## config.mk

```make
export PLATFORM = sky130hd
export DESIGN_NAME = toy_byte_spn_cipher_ecb_cbc_unit
export DESIGN_NICKNAME = d
export VERILOG_FILES = /design/src/hw/rtl/tbsc_pkg.sv /design/src/hw/rtl/tbsc_regs.sv /design/src/hw/rtl/tbsc_core.sv /design/src/hw/rtl/toy_byte_spn_cipher_ecb_cbc_unit.sv
export SDC_FILE = /design/constraint.sdc
export NUM_CORES = 1
export LEC_CHECK = 0
export CAP_MARGIN = 15
export CELL_PAD_IN_SITES_DETAIL_PLACEMENT = 0
export CELL_PAD_IN_SITES_GLOBAL_PLACEMENT = 1
export CORE_ASPECT_RATIO = 0.6
export CORE_MARGIN = 2
export CORE_UTILIZATION = 54
export DETAILED_ROUTE_END_ITERATION = 10
export DONT_BUFFER_PORTS = 1
export PLACE_DENSITY_LB_ADDON = 0.1
export SYNTH_ARGS = -nofsm -noshare
export SYNTH_HDL_FRONTEND = slang
export SYNTH_SLANG_ARGS = --single-unit
```

## constraint.sdc

```tcl
create_clock -name clk_i -period 11.9 [get_ports clk_i]
set_input_delay 1.785 -clock clk_i [delete_from_list [all_inputs] [get_ports clk_i]]
set_output_delay 1.785 -clock clk_i [all_outputs]
set_load 0.1 [all_outputs]
```

## src/hw/rtl/tbsc_pkg.sv

```systemverilog
// Shared types for the byte-wide SPN cipher unit.
// Holds the configuration bundle and register map; no dependencies.
`default_nettype none

package tbsc_pkg;

  // Register map: index is paddr[3:2]
  typedef enum logic [1:0] {
    REG_KEY  = 2'd0,
    REG_IV   = 2'd1,
    REG_MODE = 2'd2,
    REG_DIR  = 2'd3
  } reg_idx_e;

  localparam int unsigned AddrWidth = 4;
  localparam int unsigned DataWidth = 32;

  // Configuration bundle from the register block to the datapath
  typedef struct packed {
    logic [31:0] cipher_key;
    logic [7:0]  init_vector;
    logic        chain_mode;   // 0 = ECB, 1 = CBC
    logic        direction;    // 0 = encrypt, 1 = decrypt
  } cfg_t;

endpackage

`default_nettype wire

```

## src/hw/rtl/tbsc_regs.sv

```systemverilog
// APB-style configuration registers for the cipher unit.
// Depends on tbsc_pkg for the register map and configuration struct.
`default_nettype none

module tbsc_regs (
  input  wire logic                              clk_i,
  input  wire logic                              rst_ni,
  input  wire logic                              psel,
  input  wire logic                              penable,
  input  wire logic                              pwrite,
  input  wire logic [tbsc_pkg::AddrWidth-1:0]    paddr,
  input  wire logic [tbsc_pkg::DataWidth-1:0]    pwdata,
  output logic      [tbsc_pkg::DataWidth-1:0]    prdata,
  output logic                                   pready,
  output tbsc_pkg::cfg_t                         cfg_o
);
  import tbsc_pkg::*;

  cfg_t     cfg_q, cfg_d;
  reg_idx_e idx;
  logic     wr_en;

  assign pready = 1'b1;
  assign idx    = reg_idx_e'(paddr[3:2]);
  assign wr_en  = psel && penable && pwrite && pready;

  // Write decode
  always_comb begin
    cfg_d = cfg_q;
    if (wr_en) begin
      case (idx)
        REG_KEY:  cfg_d.cipher_key  = pwdata;
        REG_IV:   cfg_d.init_vector = pwdata[7:0];
        REG_MODE: cfg_d.chain_mode  = pwdata[0];
        REG_DIR:  cfg_d.direction   = pwdata[0];
        default:  cfg_d = cfg_q;
      endcase
    end
  end

  always_ff @(posedge clk_i or negedge rst_ni) begin
    if (!rst_ni) begin
      cfg_q <= '0;
    end else begin
      cfg_q <= cfg_d;
    end
  end

  // Read-back mux
  always_comb begin
    case (idx)
      REG_KEY:  prdata = cfg_q.cipher_key;
      REG_IV:   prdata = {24'd0, cfg_q.init_vector};
      REG_MODE: prdata = {31'd0, cfg_q.chain_mode};
      REG_DIR:  prdata = {31'd0, cfg_q.direction};
      default:  prdata = '0;
    endcase
  end

  assign cfg_o = cfg_q;

endmodule

`default_nettype wire

```

## src/hw/rtl/tbsc_core.sv

```systemverilog
// Combinational round logic: three-round byte SPN, encrypt or decrypt,
// with CBC chaining XOR. Depends on tbsc_pkg for the configuration struct.
`default_nettype none

module tbsc_core (
  input  wire logic [7:0]     data_i,
  input  wire logic           start_i,
  input  wire logic [7:0]     chain_i,
  input  tbsc_pkg::cfg_t      cfg_i,
  output logic      [7:0]     result_o,
  output logic      [7:0]     chain_next_o
);
  import tbsc_pkg::*;

  localparam logic [3:0] InvNib [16] = '{
    4'd15, 4'd6, 4'd13, 4'd4, 4'd11, 4'd2, 4'd9, 4'd0,
    4'd7, 4'd14, 4'd5, 4'd12, 4'd3, 4'd10, 4'd1, 4'd8
  };

  // Forward nibble: ((x + 1) * 7) mod 16
  function automatic logic [3:0] fwd_nib(input logic [3:0] x);
    logic [7:0] t;
    t = ({4'd0, x} + 8'd1) * 8'd7;
    return t[3:0];
  endfunction

  function automatic logic [7:0] sub_fwd(input logic [7:0] b);
    return {fwd_nib(b[7:4]), fwd_nib(b[3:0])};
  endfunction

  function automatic logic [7:0] sub_inv(input logic [7:0] b);
    return {InvNib[b[7:4]], InvNib[b[3:0]]};
  endfunction

  function automatic logic [7:0] rotl2(input logic [7:0] b);
    return {b[5:0], b[7:6]};
  endfunction

  function automatic logic [7:0] rotr2(input logic [7:0] b);
    return {b[1:0], b[7:2]};
  endfunction

  logic [7:0] k0, k1, k2, k3;
  logic [7:0] chain_sel;
  logic [7:0] enc_in, enc_r1, enc_r2, enc_out;
  logic [7:0] dec_r1, dec_r2, dec_r3, dec_out;

  assign k0 = cfg_i.cipher_key[7:0];
  assign k1 = cfg_i.cipher_key[15:8];
  assign k2 = cfg_i.cipher_key[23:16];
  assign k3 = cfg_i.cipher_key[31:24];

  // Chaining value: IV on a message start, else last ciphertext; zero in ECB
  assign chain_sel = !cfg_i.chain_mode ? 8'd0 :
                     (start_i ? cfg_i.init_vector : chain_i);

  // Encrypt path, key bytes high to low
  assign enc_in  = data_i ^ chain_sel ^ k3;
  assign enc_r1  = rotl2(sub_fwd(enc_in)) ^ k2;
  assign enc_r2  = rotl2(sub_fwd(enc_r1)) ^ k1;
  assign enc_out = sub_fwd(enc_r2) ^ k0;

  // Decrypt path, exact inverse
  assign dec_r1  = sub_inv(data_i ^ k0);
  assign dec_r2  = sub_inv(rotr2(dec_r1 ^ k1));
  assign dec_r3  = sub_inv(rotr2(dec_r2 ^ k2));
  assign dec_out = dec_r3 ^ k3 ^ chain_sel;

  // Chain register always follows the ciphertext side
  assign result_o     = cfg_i.direction ? dec_out : enc_out;
  assign chain_next_o = cfg_i.direction ? data_i  : enc_out;

endmodule

`default_nettype wire

```

## src/hw/rtl/toy_byte_spn_cipher_ecb_cbc_unit.sv

```systemverilog
// Top level of the byte-wide SPN cipher unit (ECB / CBC).
// Uses tbsc_pkg, tbsc_regs and tbsc_core.
//
// Usage:
//   Input stream s_axis: one byte per beat in tdata, tuser = message start.
//   Output stream m_axis: one result byte per accepted input beat, in order.
//   APB port: key @0x0, IV @0x4, chain mode @0x8, direction @0xC. Write
//   these only while the unit is idle.
// Path: an accepted beat is held in the input register, passes the cipher
//   rounds and lands in the output register, from which it is offered on
//   m_axis; while the output register is stalled it waits in the input one.
// Throughput: one byte per clock while m_axis_tready is high. The CBC chain
//   register moves in the same cycle as the output register, keeping that rate.
// Reset: clears the config registers (key, IV, modes) and the chain byte to
//   zero; both pipeline stages come out empty (their data is not reset).
// Stall: when m_axis_tready is low the output register holds its beat; the
//   input register still takes one more beat, after which s_axis_tready
//   drops until the output side drains.
`default_nettype none

module toy_byte_spn_cipher_ecb_cbc_unit (
  input  wire logic                            clk_i,
  input  wire logic                            rst_ni,
  // input stream
  input  wire logic                            s_axis_tvalid,
  output logic                                 s_axis_tready,
  input  wire logic [7:0]                      s_axis_tdata,   // [7:0] data_in
  input  wire logic                            s_axis_tuser,   // [0] message_start
  // output stream
  output logic                                 m_axis_tvalid,
  input  wire logic                            m_axis_tready,
  output logic      [7:0]                      m_axis_tdata,   // [7:0] data_out
  // configuration
  input  wire logic                            psel,
  input  wire logic                            penable,
  input  wire logic                            pwrite,
  input  wire logic [tbsc_pkg::AddrWidth-1:0]  paddr,
  input  wire logic [tbsc_pkg::DataWidth-1:0]  pwdata,
  output logic      [tbsc_pkg::DataWidth-1:0]  prdata,
  output logic                                 pready
);
  import tbsc_pkg::*;

  cfg_t       cfg;
  logic       in_valid_q;
  logic [7:0] in_data_q;
  logic       in_start_q;
  logic       out_valid_q;
  logic [7:0] out_data_q;
  logic [7:0] chain_q;
  logic [7:0] result;
  logic [7:0] chain_next;
  logic       out_free;
  logic       in_free;
  logic       advance;

  tbsc_regs u_regs (
    .clk_i   (clk_i),
    .rst_ni  (rst_ni),
    .psel    (psel),
    .penable (penable),
    .pwrite  (pwrite),
    .paddr   (paddr),
    .pwdata  (pwdata),
    .prdata  (prdata),
    .pready  (pready),
    .cfg_o   (cfg)
  );

  tbsc_core u_core (
    .data_i       (in_data_q),
    .start_i      (in_start_q),
    .chain_i      (chain_q),
    .cfg_i        (cfg),
    .result_o     (result),
    .chain_next_o (chain_next)
  );

  // Handshake: each stage takes a beat when empty or when it drains
  assign out_free      = !out_valid_q || m_axis_tready;
  assign in_free       = !in_valid_q || out_free;
  assign advance       = in_valid_q && out_free;
  assign s_axis_tready = in_free;

  // Control
  always_ff @(posedge clk_i or negedge rst_ni) begin
    if (!rst_ni) begin
      in_valid_q  <= 1'b0;
      out_valid_q <= 1'b0;
      chain_q     <= 8'd0;
    end else begin
      if (in_free) begin
        in_valid_q <= s_axis_tvalid;
      end
      if (out_free) begin
        out_valid_q <= in_valid_q;
      end
      if (advance) begin
        chain_q <= chain_next;
      end
    end
  end

  // Payload
  always_ff @(posedge clk_i) begin
    if (in_free && s_axis_tvalid) begin
      in_data_q  <= s_axis_tdata;
      in_start_q <= s_axis_tuser;
    end
    if (advance) begin
      out_data_q <= result;
    end
  end

  assign m_axis_tvalid = out_valid_q;
  assign m_axis_tdata  = out_data_q;

endmodule

`default_nettype wire
```

After elaboration in Yosys (flattened, before gate mapping). Memory sizes are Yosys's and may differ from the RTL's. Cells that the tools add are included.

Muxes and demuxes: 17. Bitwise logic cells: 16. Add/sub/neg operators: 6. Eq/ne operators: 3. Multipliers: 6. Order comparisons: 6. Reductions and logical operators: 13.

Operators by type and width (number): 32-bit case mux with 4 select lines (1); 8-bit XOR (10); 8-bit by 3-bit multiplier with 4-bit output (second input constant) (6); 4-bit 2-to-1 mux (12); 8-bit 2-to-1 mux (4); 4-bit by 1-bit adder with 5-bit output (second input constant) (6); 5-bit greater-or-equal comparator (second input constant) (6); 4-bit NOT with 5-bit output (6); 2-bit AND reduction (4); 2-bit equality test (second input constant) (2); 1-bit logical AND (4); 2-bit by 1-bit equality test with 1-bit output (second input constant) (1); 1-bit zero test (2); 2-bit zero test (1); 1-bit logical OR (2).

Input bits: 52. Logic and storage cells: 83. ROM bits: 384. Output and inout bits: 43. Register bits: 69. Memories: 6.

Memories: (no name shown) (depth 16, bits a word 4, rd ports 1, clocked after Yosys merged registers in 0, wr ports 0, line tbsc_core.sv:32) `return {InvNib[b[7:4]], InvNib[b[3:0]]};`; (no name shown) (depth 16, bits a word 4, rd ports 1, clocked after Yosys merged registers in 0, wr ports 0, line tbsc_core.sv:32); (no name shown) (depth 16, bits a word 4, rd ports 1, clocked after Yosys merged registers in 0, wr ports 0, line tbsc_core.sv:32); (no name shown) (depth 16, bits a word 4, rd ports 1, clocked after Yosys merged registers in 0, wr ports 0, line tbsc_core.sv:32); (no name shown) (depth 16, bits a word 4, rd ports 1, clocked after Yosys merged registers in 0, wr ports 0, line tbsc_core.sv:32); (no name shown) (depth 16, bits a word 4, rd ports 1, clocked after Yosys merged registers in 0, wr ports 0, line tbsc_core.sv:32).

Logic depth before layout (Yosys ltp).
Depth in word-level cells: 18. Depth in mapped cells: 36. Mapped depth without buffers: 34.

Modules after synthesis. Synthesis repeated with hierarchy kept, for this count alone.

Cell total of the unflattened synthesis: 394. Area, all modules: 4640.7 um^2.

By module, submodules not included: tbsc_regs (times used 1, cells an instance 140, area each 1923.1 um^2, seq. area each 1051.0 um^2); tbsc_core (times used 1, cells an instance 212, area each 1780.5 um^2, seq. area each 0.0 um^2); toy_byte_spn_cipher_ecb_cbc_unit (times used 1, cells an instance 42, area each 937.1 um^2, seq. area each 760.7 um^2).

Worst setup path after synthesis. Ideal clock, no wire load.

Path kind: flip-flop to flip-flop. Start: reg in_data_q[4]. End: reg chain_q[7]. Setup slack: 4.940 ns. Data required time: 11.776 ns. Path buffers: 1. Setup time: 0.124 ns. Clock period less this slack: 6.960 ns. Data arrival time: 6.836 ns. Stages on the path, launching flop included: 35. Cells stage by stage: edfxtp_1 or2_1 a211o_1 and2_1 buf_6 ha_1 xor2_1 xor2_1 xnor2_1 ha_1 xnor2_1 xnor2_1 xnor3_1 a31o_2 and2_1 ha_1 xnor2_1 xnor2_1 xnor2_1 ha_1 xnor2_1 xnor2_1 xnor2_1 xor2_1 ha_1 xor2_1 xnor2_1 xnor2_1 ha_1 xor2_1 xnor2_1 xnor2_1 nand2b_1 mux2i_1 a211o_1.

Cells in the longest elaborated chain, start to end: 12.

RTL lines: start: declaration (line toy_byte_spn_cipher_ecb_cbc_unit.sv:46) `logic [7:0] in_data_q;`; start signal: assignment (line toy_byte_spn_cipher_ecb_cbc_unit.sv:107) `in_data_q <= s_axis_tdata;`; 8-bit XOR (2 in a row) (line tbsc_core.sv:58) `assign enc_in = data_i ^ chain_sel ^ k3;`; 4-bit by 1-bit adder with 5-bit output (line tbsc_core.sv:23) `t = ({4'd0, x} + 8'd1) * 8'd7;`; 8-bit by 3-bit multiplier with 4-bit output (line tbsc_core.sv:23); 8-bit XOR (line tbsc_core.sv:59) `assign enc_r1 = rotl2(sub_fwd(enc_in)) ^ k2;`; 4-bit by 1-bit adder with 5-bit output (line tbsc_core.sv:23); 8-bit by 3-bit multiplier with 4-bit output (line tbsc_core.sv:23); 8-bit XOR (line tbsc_core.sv:60) `assign enc_r2 = rotl2(sub_fwd(enc_r1)) ^ k1;`; 4-bit by 1-bit adder with 5-bit output (line tbsc_core.sv:23); 8-bit by 3-bit multiplier with 4-bit output (line tbsc_core.sv:23); 8-bit XOR (line tbsc_core.sv:61) `assign enc_out = sub_fwd(enc_r2) ^ k0;`; 8-bit 2-to-1 mux (line tbsc_core.sv:71) `assign chain_next_o = cfg_i.direction ? data_i : enc_out;`; end signal: assignment (line toy_byte_spn_cipher_ecb_cbc_unit.sv:99) `chain_q <= chain_next;`; end: declaration (line toy_byte_spn_cipher_ecb_cbc_unit.sv:50) `logic [7:0] chain_q;`.

Every way passes these cells. A chain may end at the register's enable or synchronous reset.

Final worst setup path.
Start: reg in_start_q. End: reg chain_q[7].

Cells in the longest elaborated chain, start to end: 14. Elaborated cells on any way between the ends: 18. Those cells by class: add/sub (5); mul (5); mux (3); bitwise (5).

RTL lines: start: declaration (line toy_byte_spn_cipher_ecb_cbc_unit.sv:47) `logic in_start_q;`; start signal: assignment (line toy_byte_spn_cipher_ecb_cbc_unit.sv:108) `in_start_q <= s_axis_tuser;`; 8-bit 2-to-1 mux (*) (line tbsc_core.sv:55) `(start_i ? cfg_i.init_vector : chain_i);`; 8-bit 2-to-1 mux (*) (line tbsc_core.sv:54) `assign chain_sel = !cfg_i.chain_mode ? 8'd0 :`; 8-bit XOR (*) (2 in a row) (line tbsc_core.sv:58); 4-bit by 1-bit adder with 5-bit output (line tbsc_core.sv:23); 8-bit by 3-bit multiplier with 4-bit output (line tbsc_core.sv:23); 8-bit XOR (*) (line tbsc_core.sv:59); 4-bit by 1-bit adder with 5-bit output (line tbsc_core.sv:23); 8-bit by 3-bit multiplier with 4-bit output (line tbsc_core.sv:23); 8-bit XOR (*) (line tbsc_core.sv:60); 4-bit by 1-bit adder with 5-bit output (*) (line tbsc_core.sv:23); 8-bit by 3-bit multiplier with 4-bit output (*) (line tbsc_core.sv:23); 8-bit XOR (*) (line tbsc_core.sv:61); 8-bit 2-to-1 mux (*) (line tbsc_core.sv:71).

Every way passes the cells marked *; elsewhere a longest branch is shown, timed or not.

==> results.md <==
- Status: complete, no violations
- Cell mode on critical path: xnor2_1
- Mapped Area: 4690 sq um
- FF/Latch Area: approximately 1800 sq um
- Die height: between 70 and 80 um
- Crit. End Element: register
- CP top delay family: XOR/XNOR gates
- First-pass GRT wire length: roughly 17 mm
- Num rows: 26
- Initial antenna violation count: 0
- Post-Syn Nets: 498
- DP Wirelength: between 8 and 9 mm
- Cell variety after synth: 55
- Post-synth ARST share: roughly 75%
- Yosys reg bits: 69
- Core area: 8460 sq um
- Post-CTS Setup Bufs: 0
- Minimum clock period: 8.02 ns
- Hold WS: around 0.48 ns
- DR vias: 3,109
- Area of the multi-input gates: about 2800 sq um
- Wire per inst: 20.4 um
- Warnings, synthesis: 0
- Post-synth EDFFs: 17
- Antenna Cells: 0
- Die W: roughly 120 um
- Latest clock arrival within the worst-skew pair: about 0.33 ns
- Vias in the first global route: slightly below 3,000
- IO buf count: 0
- Crit share post-route: 67.4%
- Final hold violations: 0
- Worst min-delay path class: reg -> reg
- Gr busiest metal: met1
- Worst-path fanout max: 8
- Setup-failing EPs final: 0
- Crit Path Category: reg -> reg
- Num CTS Buffers: 9
- Layout cells sized above 1: a little under a fifth
- DRT Pass-1 Iters: 5
- Primary FF master, synth: dfrtp_1
- CTS tree: yes
- Hold-fix buffers, CTS: 0
- Startpoint class of the critical path: register
- Slew @ Worst Pin: about 1.1 ns
- Met3 Use GR: slightly above 7%
- F_max: approximately 120 MHz
- Gr ovfl total: 0
- Post-Synthesis Cells: 430
- Critical Path Slowest Stage Cell: edfxtp_1
- Post-CTS sizing: 0
- Core Util, Final: ~60%
- CP max stage delay: roughly 0.66 ns
- Clk slew on worst S/H paths: 0.06 ns
- Setup Skew: between 0.005 and 0.006 ns
- Die area: 9460 sq um
- Maxcap violations: 0
- Total Wirelength: 11.1 mm
- Fin. max-slew vios: 0
- Worst slew margin: about a quarter
- Sequential fraction of the synthesis area: approximately two fifths
- CP required: around 12 ns
- Initial drt markers: approximately 310
- Crit path DAT: around 8 ns
- Synth Area per Inst: 10.9 sq um
- Ratio of routed vias to standard cells: ~5.7
- WP buf/inv: 1
- Area delta synth->final: 8.87%
- Filler instances: between 700 and 800
- Ports: between 90 and 100
- Setup TNS: 0 ns
- Met1 Use GR: between 30 and 40%
- Final ANT Viol Nets: 0
- Starting Density: a little under three fifths
- CTS root buf: clkbuf_16
- Total track usage: between 20% and 30%
- Pin count of the biggest net entering global routing: 53
- NumNets Final: about 500
- Drt drc: 0
- H-tree Lvls: 3
- RSZ-0062 raised after global routing: false
- GR Util met2: 32.3%
- GPL Wtd Cong: ~0.85
- Max clock buf depth: 2
- Clock sink count: roughly 70
[routing by layer]
metal / part of all wire, % / up-vias
met5: 0 / -
met4: 0.68 / 0
met3: 8.2 / 6
met2: 41 / 115
met1: 50 / 1521
li1: - / 1467
[logic make-up after synthesis]
logic type	count (synthesis)	synth area share, %
muxes	59	14.1
and+or+nand+nor	114	12.7
xor gates and xnor gates	100	20.5
other	1	0.0800
DFF	69	38.7
adders and majority gates	16	4.27
AOI/OAI and AO/OA	44	7.02
buffers and inverters	27	2.64
[worst min-delay path: cells and delay by family, from the launching register on]
family | cells | cell delay (ns)
AO/OA/AOI/OAI | 1 | 0.05
flip-flops | 1 | 0.34
AND/OR/NAND/NOR | 1 | 0.05
[cell type report]
| class | instances | share of cell area, % |
|---|---|---|
| Clock buffer | 11 | 4.98 |
| Clock inverter | 5 | 0.809 |
| Inverter | 11 | 0.809 |
| Multi-Input combinational cell | 334 | 54.4 |
| Sequential cell | 69 | 35.5 |
| Tap cell | 112 | 2.75 |
| Timing Repair Buffer | 3 | 0.785 |
[sequential cells by signal, indices dropped and copies added, names as in the netlist]
signal	cells
m_axis_tdata	8
in_data_q	8
chain_q	8
u_regs.cfg_o	42
in_start_q	1
m_axis_tvalid	1
in_valid_q	1
[worst paths after layout]
check	startpoint	endpoint	slack [ns]	cells after the start
worst max-delay path	in_start_q$_DFFE_PP_	chain_q[7]$_DFFE_PN0P_	3.88	34
min in group asynchronous	rst_ni	u_regs.cfg_o[11]$_DFFE_PN0P_	1.14	0
worst min-delay path	chain_q[4]$_DFFE_PN0P_	chain_q[4]$_DFFE_PN0P_	0.48	2
max in group asynchronous	rst_ni	chain_q[3]$_DFFE_PN0P_	10.67	0
worst min register to register	chain_q[4]$_DFFE_PN0P_	chain_q[4]$_DFFE_PN0P_	0.48	2
worst max register to register	in_start_q$_DFFE_PP_	chain_q[7]$_DFFE_PN0P_	3.88	34
[synth_stat cells, types with 11 or more instances]
cell	instances	area (sq um)
nor2_1	30	113
mux2i_1	14	140
clkbuf_1	11	41.3
nand2_1	20	75.1
ha_1	16	200
xor2_1	25	219
xnor2_1	68	596
edfxtp_1	17	510
inv_1	11	41.3
dfrtp_1	52	1300
mux2_2	42	473
and2_1	29	181
[per-stage QoR]
step	worst slack, ns	instance area, sq um	std cells
2_1_floorplan	4.94	4690	430
3_3_place_gp	4.12	4810	529
3_5_place_dp	3.88	4810	529
4_1_cts	3.82	5100	545
5_1_grt	3.33	5100	545
6_report	3.88	5100	545
[layout by cell type (no fill, tap or decap), types with 2 or more instances in the layout]
master     count
or2_1          2
xnor2_1       68
o31ai_1        3
nand2_1       20
dfrtp_1       52
nor2_1        23
nor3_1         2
and2_1        29
o22ai_1        2
ha_1          16
o21ai_0        5
mux2_2        42
nand4b_1       2
clkbuf_16     11
a22oi_1        2
nor2_2         8
a211o_1        3
xnor3_1        4
buf_4          2
nor3_2         2
a21o_1         5
inv_1         11
o21ai_1        2
a211oi_2       2
mux2i_1       14
xor2_1        25
nor2b_1        3
a21oi_1        9
and3_1         5
nand4_1        2
nand2b_1       6
o211a_1        2
edfxtp_1      17
nand3_1        6
xnor2_2        2
Power is left out: the tool's default activity adds up to more than one toggle a clock period on the data nets, which glitch-free logic cannot reach.
